===== src/rtl/tpss_pkg.sv =====
`timescale 1ns / 1ps
package tpss_pkg;

    // change point table
    localparam int TABLE_DEPTH = 16;
    localparam int IDX_W       = $clog2(TABLE_DEPTH);
    localparam int CNT_W       = IDX_W + 1;

    // field widths
    localparam int TIME_W      = 32;
    localparam int WORD_W      = 32;
    localparam int SLOT_W      = 4;
    localparam int COUNT_REG_W = 5;
    localparam int OUT_IDX_W   = 4;

    // stream packing
    localparam int S_TDATA_W   = 104;
    localparam int M_TDATA_W   = 40;

    // configuration port
    localparam int CFG_IDX_W   = 1;
    localparam int CFG_DATA_W  = 32;
    localparam logic [CFG_IDX_W-1:0] REG_DURATION = 1'b0;
    localparam logic [CFG_IDX_W-1:0] REG_COUNT    = 1'b1;

    // command codes carried in s_tuser
    localparam logic CMD_WRITE = 1'b0;
    localparam logic CMD_TIME  = 1'b1;

    // remainder unit: dividend is elapsed + delta, one bit wider than time
    localparam int DVD_W   = TIME_W + 1;
    localparam int DVD_CNT_W = $clog2(DVD_W);

    typedef enum logic [2:0] {
        S_IDLE,
        S_MOD,
        S_FWD,
        S_BWD,
        S_DONE
    } tpss_state_t;

endpackage


===== src/rtl/timed_pattern_step_sequencer.sv =====
// Timed pattern step sequencer: steps through a table of change points (start time, output
// word) as absolute millisecond timestamps arrive. s_tuser selects the command: a table write
// stores one entry and gives no result; a time update produces one result on the m_ side. A
// time update goes straight to the report state when its timestamp did not move forward, or
// when there are no change points or the loop duration is zero. Otherwise it walks the table
// forward and then backward, at most TABLE_DEPTH - 1 steps each way, after first reducing
// elapsed time modulo the loop duration in the remainder unit when it reaches that duration.
// The remainder unit resolves one bit per cycle, and the table walk makes one entry compare
// per cycle. s_tready is high only while the sequencer is idle. A finished result waits in
// the output register, and the next transfer is taken while it waits.
`timescale 1ns / 1ps
module timed_pattern_step_sequencer (
    input  logic                            aclk,
    input  logic                            aresetn,
    // configuration writes
    input  logic                            cfg_we,
    input  logic [tpss_pkg::CFG_IDX_W-1:0]  cfg_index,
    input  logic [tpss_pkg::CFG_DATA_W-1:0] cfg_wdata,
    // command stream
    input  logic                            s_tvalid,
    output logic                            s_tready,
    // entry_index[3:0], entry_time_ms[35:4], entry_output[67:36], timestamp_ms[99:68], zero pad
    input  logic [tpss_pkg::S_TDATA_W-1:0]  s_tdata,
    // command
    input  logic                            s_tuser,
    // result stream
    output logic                            m_tvalid,
    input  logic                            m_tready,
    // current_index[3:0], output_word[35:4], zero pad
    output logic [tpss_pkg::M_TDATA_W-1:0]  m_tdata,
    // valid_res
    output logic                            m_tuser
);
    import tpss_pkg::*;

    // configuration
    logic [TIME_W-1:0]      duration_reg;
    logic [COUNT_REG_W-1:0] change_count_reg;

    // sequencer state
    tpss_state_t       state_reg, state_next;
    logic [TIME_W-1:0] last_ts_reg, last_ts_next;
    logic [TIME_W-1:0] elapsed_reg, elapsed_next;
    logic [IDX_W-1:0]  idx_reg, idx_next;
    logic [CNT_W-1:0]  count_reg, count_next;

    // change point table
    logic [TIME_W-1:0] point_times [TABLE_DEPTH];
    logic [WORD_W-1:0] point_outputs [TABLE_DEPTH];

    // result register
    logic                 m_tvalid_reg, m_tvalid_next;
    logic                 res_valid_reg, res_valid_next;
    logic [OUT_IDX_W-1:0] res_index_reg, res_index_next;
    logic [WORD_W-1:0]    res_word_reg, res_word_next;

    // input fields
    logic [SLOT_W-1:0] in_slot;
    logic [TIME_W-1:0] in_entry_time;
    logic [WORD_W-1:0] in_entry_output;
    logic [TIME_W-1:0] in_timestamp;

    logic              s_xfer;
    logic              tbl_we;
    logic [CNT_W-1:0]  used_count;
    logic [TIME_W-1:0] delta;
    logic [DVD_W-1:0]  sum;
    logic [CNT_W-1:0]  idx_inc;
    logic [IDX_W-1:0]  rd_addr;
    logic              point_started;
    logic [IDX_W-1:0]  rep_idx;
    logic              rem_start;
    logic              rem_done;
    logic [TIME_W-1:0] rem_result;

    assign in_slot         = s_tdata[3:0];
    assign in_entry_time   = s_tdata[35:4];
    assign in_entry_output = s_tdata[67:36];
    assign in_timestamp    = s_tdata[99:68];

    assign s_tready = (state_reg == S_IDLE);
    assign s_xfer   = s_tvalid && s_tready;
    assign tbl_we   = s_xfer && (s_tuser == CMD_WRITE) && (32'(in_slot) < TABLE_DEPTH);

    always_comb begin
        if (32'(change_count_reg) > TABLE_DEPTH) begin
            used_count = CNT_W'(TABLE_DEPTH);
        end else begin
            used_count = CNT_W'(change_count_reg);
        end
    end

    // treat time that went backwards as no movement
    assign delta = (in_timestamp >= last_ts_reg) ? (in_timestamp - last_ts_reg) : '0;
    assign sum   = {1'b0, elapsed_reg} + {1'b0, delta};

    // one table compare per cycle: next entry while walking forward, current entry backward
    assign idx_inc       = {1'b0, idx_reg} + 1'b1;
    assign rd_addr       = (state_reg == S_FWD) ? idx_inc[IDX_W-1:0] : idx_reg;
    assign point_started = (point_times[rd_addr] <= elapsed_reg);

    assign rep_idx = ({1'b0, idx_reg} < count_reg) ? idx_reg : '0;

    always_comb begin
        state_next     = state_reg;
        last_ts_next   = last_ts_reg;
        elapsed_next   = elapsed_reg;
        idx_next       = idx_reg;
        count_next     = count_reg;
        m_tvalid_next  = m_tvalid_reg;
        res_valid_next = res_valid_reg;
        res_index_next = res_index_reg;
        res_word_next  = res_word_reg;
        rem_start      = 1'b0;

        if (m_tvalid_reg && m_tready) begin
            m_tvalid_next = 1'b0;
        end

        case (state_reg)
            S_IDLE: begin
                if (s_xfer && (s_tuser == CMD_TIME)) begin
                    last_ts_next = in_timestamp;
                    count_next   = used_count;
                    state_next   = S_DONE;
                    if (delta != '0) begin
                        if (used_count == '0 || duration_reg == '0) begin
                            elapsed_next = '0;
                            idx_next     = '0;
                        end else begin
                            if ({1'b0, idx_reg} >= used_count) begin
                                idx_next = IDX_W'(used_count - 1'b1);
                            end
                            if (sum >= {1'b0, duration_reg}) begin
                                // wrap: reduce in the remainder unit, restart the index
                                idx_next   = '0;
                                rem_start  = 1'b1;
                                state_next = S_MOD;
                            end else begin
                                elapsed_next = sum[TIME_W-1:0];
                                state_next   = S_FWD;
                            end
                        end
                    end
                end
            end
            S_MOD: begin
                if (rem_done) begin
                    elapsed_next = rem_result;
                    state_next   = S_FWD;
                end
            end
            S_FWD: begin
                if (idx_inc < count_reg && point_started) begin
                    idx_next = idx_inc[IDX_W-1:0];
                end else begin
                    state_next = S_BWD;
                end
            end
            S_BWD: begin
                if (idx_reg != '0 && !point_started) begin
                    idx_next = idx_reg - 1'b1;
                end else begin
                    state_next = S_DONE;
                end
            end
            S_DONE: begin
                // hold until the result register is free
                if (!m_tvalid_reg || m_tready) begin
                    m_tvalid_next = 1'b1;
                    if (count_reg == '0) begin
                        res_valid_next = 1'b0;
                        res_index_next = '0;
                        res_word_next  = '0;
                    end else begin
                        res_valid_next = 1'b1;
                        res_index_next = OUT_IDX_W'(rep_idx);
                        res_word_next  = point_outputs[rep_idx];
                    end
                    state_next = S_IDLE;
                end
            end
            default: begin
                state_next = S_IDLE;
            end
        endcase
    end

    always_ff @(posedge aclk) begin
        if (!aresetn) begin
            state_reg        <= S_IDLE;
            duration_reg     <= '0;
            change_count_reg <= '0;
            last_ts_reg      <= '0;
            elapsed_reg      <= '0;
            idx_reg          <= '0;
            count_reg        <= '0;
            m_tvalid_reg     <= 1'b0;
        end else begin
            state_reg    <= state_next;
            last_ts_reg  <= last_ts_next;
            elapsed_reg  <= elapsed_next;
            idx_reg      <= idx_next;
            count_reg    <= count_next;
            m_tvalid_reg <= m_tvalid_next;
            if (cfg_we) begin
                case (cfg_index)
                    REG_DURATION: duration_reg     <= cfg_wdata[TIME_W-1:0];
                    REG_COUNT:    change_count_reg <= cfg_wdata[COUNT_REG_W-1:0];
                    default: begin
                    end
                endcase
            end
        end
        res_valid_reg <= res_valid_next;
        res_index_reg <= res_index_next;
        res_word_reg  <= res_word_next;
    end

    always_ff @(posedge aclk) begin
        if (tbl_we) begin
            point_times[IDX_W'(in_slot)]   <= in_entry_time;
            point_outputs[IDX_W'(in_slot)] <= in_entry_output;
        end
    end

    tpss_rem_unit u_rem (
        .aclk      (aclk),
        .aresetn   (aresetn),
        .start     (rem_start),
        .dividend  (sum),
        .divisor   (duration_reg),
        .done      (rem_done),
        .remainder (rem_result)
    );

    assign m_tvalid = m_tvalid_reg;
    assign m_tdata  = {{(M_TDATA_W - WORD_W - OUT_IDX_W){1'b0}}, res_word_reg, res_index_reg};
    assign m_tuser  = res_valid_reg;

`ifndef SYNTHESIS
    // the walk never leaves the entries in use
    a_walk_in_range: assert property (@(posedge aclk) disable iff (!aresetn)
        (state_reg == S_FWD || state_reg == S_BWD) |-> ({1'b0, idx_reg} < count_reg))
        else $error("table walk index beyond change count");

    // the remainder unit only finishes while the sequencer waits for it
    a_rem_done_in_mod: assert property (@(posedge aclk) disable iff (!aresetn)
        rem_done |-> (state_reg == S_MOD))
        else $error("remainder done outside modulo state");

    // a new result only comes out of the report state
    a_result_from_done: assert property (@(posedge aclk) disable iff (!aresetn)
        $rose(m_tvalid_reg) |-> $past(state_reg == S_DONE))
        else $error("result raised outside report state");

    // a wrapped walk starts from the first entry
    a_wrap_restarts: assert property (@(posedge aclk) disable iff (!aresetn)
        (state_reg == S_MOD) |-> (idx_reg == '0))
        else $error("index not cleared on wrap");
`endif

endmodule


===== src/rtl/tpss_rem_unit.sv =====
`timescale 1ns / 1ps
module tpss_rem_unit (
    input  logic                        aclk,
    input  logic                        aresetn,
    input  logic                        start,
    input  logic [tpss_pkg::DVD_W-1:0]  dividend,
    input  logic [tpss_pkg::TIME_W-1:0] divisor,
    output logic                        done,
    output logic [tpss_pkg::TIME_W-1:0] remainder
);
    import tpss_pkg::*;

    logic                 busy_reg, busy_next;
    logic                 done_reg, done_next;
    logic [DVD_CNT_W-1:0] cnt_reg, cnt_next;
    logic [DVD_W-1:0]     dvd_reg, dvd_next;
    logic [TIME_W-1:0]    dsr_reg, dsr_next;
    logic [TIME_W-1:0]    rem_reg, rem_next;

    logic [DVD_W-1:0]     trial;
    logic [DVD_W-1:0]     diff;

    // restoring remainder, one dividend bit per cycle
    assign trial = {rem_reg, dvd_reg[DVD_W-1]};
    assign diff  = trial - {1'b0, dsr_reg};

    always_comb begin
        busy_next = busy_reg;
        done_next = 1'b0;
        cnt_next  = cnt_reg;
        dvd_next  = dvd_reg;
        dsr_next  = dsr_reg;
        rem_next  = rem_reg;
        if (start) begin
            busy_next = 1'b1;
            cnt_next  = '0;
            dvd_next  = dividend;
            dsr_next  = divisor;
            rem_next  = '0;
        end else if (busy_reg) begin
            // a set top bit of diff means the trial was below the divisor
            rem_next = diff[DVD_W-1] ? trial[TIME_W-1:0] : diff[TIME_W-1:0];
            dvd_next = {dvd_reg[DVD_W-2:0], 1'b0};
            cnt_next = cnt_reg + 1'b1;
            if (cnt_reg == DVD_CNT_W'(DVD_W - 1)) begin
                busy_next = 1'b0;
                done_next = 1'b1;
            end
        end
    end

    always_ff @(posedge aclk) begin
        if (!aresetn) begin
            busy_reg <= 1'b0;
            done_reg <= 1'b0;
            cnt_reg  <= '0;
        end else begin
            busy_reg <= busy_next;
            done_reg <= done_next;
            cnt_reg  <= cnt_next;
        end
        dvd_reg <= dvd_next;
        dsr_reg <= dsr_next;
        rem_reg <= rem_next;
    end

    assign done      = done_reg;
    assign remainder = rem_reg;

endmodule

===== config.mk =====
export PLATFORM = sky130hd
export DESIGN_NAME = timed_pattern_step_sequencer
export DESIGN_NICKNAME = d
export VERILOG_FILES = /design/src/rtl/tpss_pkg.sv /design/src/rtl/timed_pattern_step_sequencer.sv /design/src/rtl/tpss_rem_unit.sv
export SDC_FILE = /design/constraint.sdc
export NUM_CORES = 2
export LEC_CHECK = 0
export ABC_AREA = 0
export BUFFER_PORTS_ARGS = -buffer_cell sky130_fd_sc_hd__buf_2
export CAP_MARGIN = 20
export CORE_MARGIN = 1.5
export CORE_UTILIZATION = 55
export DETAILED_ROUTE_END_ITERATION = 8
export PLACE_DENSITY = 0.73
export SYNTH_ARGS = -nofsm -noshare
export SYNTH_HDL_FRONTEND = slang
export SYNTH_SLANG_ARGS = --single-unit

===== constraint.sdc =====
create_clock -name aclk -period 21.4 [get_ports aclk]
set_clock_uncertainty 0.15 [all_clocks]
set_input_delay 0 -clock aclk [delete_from_list [all_inputs] [get_ports aclk]]
set_output_delay 0 -clock aclk [all_outputs]
set_load 0.02 [all_outputs]

==> impl_results.md <==
- Status: finished clean
- CTS H-tree lvls: 4
- Final nets: 4964
- Worst setup EP type: flip-flop
- Met3 track demand over resource: 0.0455
- Number of cell rows: about 120
- Number of instances resized during post-cts repair: 0
- Setup repair after global routing missed its margin: false
- Total routing resource utilization after global routing: 0.286
- Slew Viols, Final: 0
- Worst-margin pin slew: ~1100 ps
- Endpoint of the most critical register-to-register path: u_rem.dvd_reg[28]
- Final HPWL DP: 84.8 mm
- Warnings from Yosys: 0
- Top delay family on crit path: compound AO/OA/AOI/OAI gates
- Pin count of the biggest net entering global routing: between 100 and 150
- Summed negative setup slack over all endpoints: 0 ps
- Dominant cell type by area after synthesis: sky130_fd_sc_hd__edfxtp_1
- Share of final-layout standard cells stronger than drive strength 1: 0.166
- IO Count: 186
- Leakage power: 24.7 nW
- Via count of the first global-routing pass: 38300
- Worst slew margin relative to its limit: 0.251
- Post-synthesis sequential area ratio: 0.635
- Syn_area_per_cell: 14.1 sq um
- Routed Antenna Nets: 0
- Initial core utilization: 0.554
- RePlAce Congestion: 0.904
- Cell count after synthesis: 4128
- Post-synth EDFFs: between 1000 and 1500
- Worst setup path startpoint: last_ts_reg[23]
- Final hold vios: 0
- Category of the worst setup path launch point: flip-flop
- Met1 Use GR: 0.366
- CTS sink count: 1280
- Vias: 38300
- Max Root-Sink Buffers: 3
- Port buffer count: 177
- Most used flip-flop cell after synthesis: sky130_fd_sc_hd__edfxtp_1
- Final hold slack: 38.5 ps
- Post-synthesis cell area: 58100 sq um
- Crit-path max cell delay: 700 ps
- Insertion delay of the later-clocked pin in the worst-skew pair: 760 ps
- Clock root cell: sky130_fd_sc_hd__clkbuf_16
- Cells taking the most area after synthesis: sky130_fd_sc_hd__edfxtp_1, sky130_fd_sc_hd__mux4_2, sky130_fd_sc_hd__dfxtp_1
- Minimum clock period: 10720 ps
- Top cell by count, worst path: sky130_fd_sc_hd__buf_4
- Post-CTS setup buffer count: 0
- Number of library cell types mapped by synthesis: 95
- Avg WL per Cell: 25.1 um
- Initial drt markers: ~3800
- Clock tree from TritonCTS: yes
- Type of the tightest min-delay check: in -> reg
- Setup slack on the worst flop-to-flop path: 10680 ps
- First-pass GRT wire length: 231 mm
- Grt ovf: 0
- Worst-case reg-to-reg path depth: 30
- Number of remaining DRC errors: 0
- Data required time at the worst endpoint: 21620 ps
- Crit path max fanout: 55
- Aggregate routed wire length: 154 mm
- Max Fclk: a little over 0.09 GHz
- Depth of the critical timing path with buffers and inverters included: 30
- Cell with the biggest individual delay on the critical path: sky130_fd_sc_hd__a2111oi_0
- Drt via density: 6.24
- Critical path buffers and inverters: 5
- Met2 Track Usage GR: 0.489
- Width of the chip: 328 um
- Post-synthesis sequential element count: 1280
- Tcrit/Tclk final: 0.501
- Async set-reset flop share out of synthesis: 0
- Worst endpoint data arrival time: 10940 ps
- Commonest non-fill, non-tap cells in the layout: sky130_fd_sc_hd__edfxtp_1, sky130_fd_sc_hd__a21oi_1, sky130_fd_sc_hd__dlygate4sd3_1
- Start-to-end type of the worst setup path: reg -> reg
- Most frequent standard cell in the layout excluding fill and tap cells: sky130_fd_sc_hd__edfxtp_1
- Vertical extent of the die: 328 um
- Top-area cell type share of the netlist area: 0.582
- Antenna violations before repair: 10
- Floorplan die area: ~110000 sq um
- Reg2Reg Launch Point: last_ts_reg[23]
- Core footprint: 105000 sq um
- Setup violations, final: 0
- Worst setup path endpoint: u_rem.dvd_reg[28]
- Clock transition at the registers of the reported paths: around 60 ps
- Cts bufs inserted: 132
- Synthesis-to-layout area growth: 17.9%
- Total of max-cap violations: 0
- Hold_buf cts: 357
- Grt peak-use layer: met2
- Initial DRT Pass Iterations: 7
- Peak ir drop on the vdd network: 97.4 uV
- Total power per unit cell area: 93.7 nW/um^2
==> per-layer routing <==
| layer | vias up | part of all wire |
|---|---|---|
| li1 | 17000 | - |
| met1 | 19200 | 0.39 |
| met2 | 1780 | 0.50 |
| met3 | 336 | 0.074 |
| met4 | 18 | 0.034 |
| met5 | - | 0.00075 |
==> worst min path at each step <==
| stage | slack, ps | depth (start not counted) | to | start |
|---|---|---|---|---|
| finish | 40 | 2 | point_times[2][0] | s_tdata[4] |
| global route | 20 | 2 | point_outputs[14][8] | s_tdata[44] |
| CTS | 0.2 | 2 | point_outputs[14][8] | s_tdata[44] |
| detailed placement | 100 | 3 | duration_reg[28] | cfg_wdata[28] |
| global placement | 100 | 3 | duration_reg[19] | cfg_wdata[19] |
| floorplan | -50 | 0 | point_outputs[0][0] | s_tdata[36] |
==> through the flow <==
step / total power [mW] / std cells / util / cell area [sq um] / setup WS, ps
floorplan: 3.74 / 4131 / - / 58100 / 13100
global route: 6.66 / 6139 / 0.653 / 68500 / 10170
global placement: 4.06 / 5540 / 0.577 / 60600 / 10940
finish: 6.42 / 6142 / 0.653 / 68500 / 10680
CTS: 6.43 / 6139 / 0.653 / 68500 / 10870
detailed placement: 4.07 / 5540 / 0.577 / 60600 / 10920
==> power by group <==
part	internal [mW]	total (mW)	switching, mW
clock network	1.31	2.32	1.01
registers	2.80	2.89	0.0813
logic	0.505	1.22	0.717
total	4.62	6.42	1.80
==> Yosys cell counts (73+ instances only) <==
cell type	instances
sky130_fd_sc_hd__o21ai_0	148
sky130_fd_sc_hd__nand2_1	330
sky130_fd_sc_hd__clkbuf_1	177
sky130_fd_sc_hd__edfxtp_1	1126
sky130_fd_sc_hd__nor2_1	162
sky130_fd_sc_hd__inv_1	179
sky130_fd_sc_hd__mux2i_1	132
sky130_fd_sc_hd__a21oi_1	367
sky130_fd_sc_hd__mux2_2	100
sky130_fd_sc_hd__dfxtp_1	154
sky130_fd_sc_hd__nand3_1	73
sky130_fd_sc_hd__mux4_2	192
sky130_fd_sc_hd__ha_1	178
==> cells by family after synthesis <==
| family | share of synthesized area |
|---|---|
| other | 0.0000645 |
| xor gates and xnor gates | 0.0107 |
| DFF | 0.635 |
| and+or+nand+nor | 0.0702 |
| buffers and inverters | 0.0269 |
| AOI/OAI and AO/OA | 0.0946 |
| muxes | 0.123 |
| adders and majority gates | 0.0394 |
==> area by class of cell <==
cell class / instances / area [sq um]
repair buffers: 596 / 4940
clock buffers: 152 / 3410
inverters: 180 / 676
multi-input cells: 2450 / 19900
fillers: 7355 / 36400
well taps: 1391 / 1740
flip-flops and latches: 1280 / 36900
clock inverters: 90 / 980
diodes: 3 / 7.51
(Power assumes the default switching activity.)
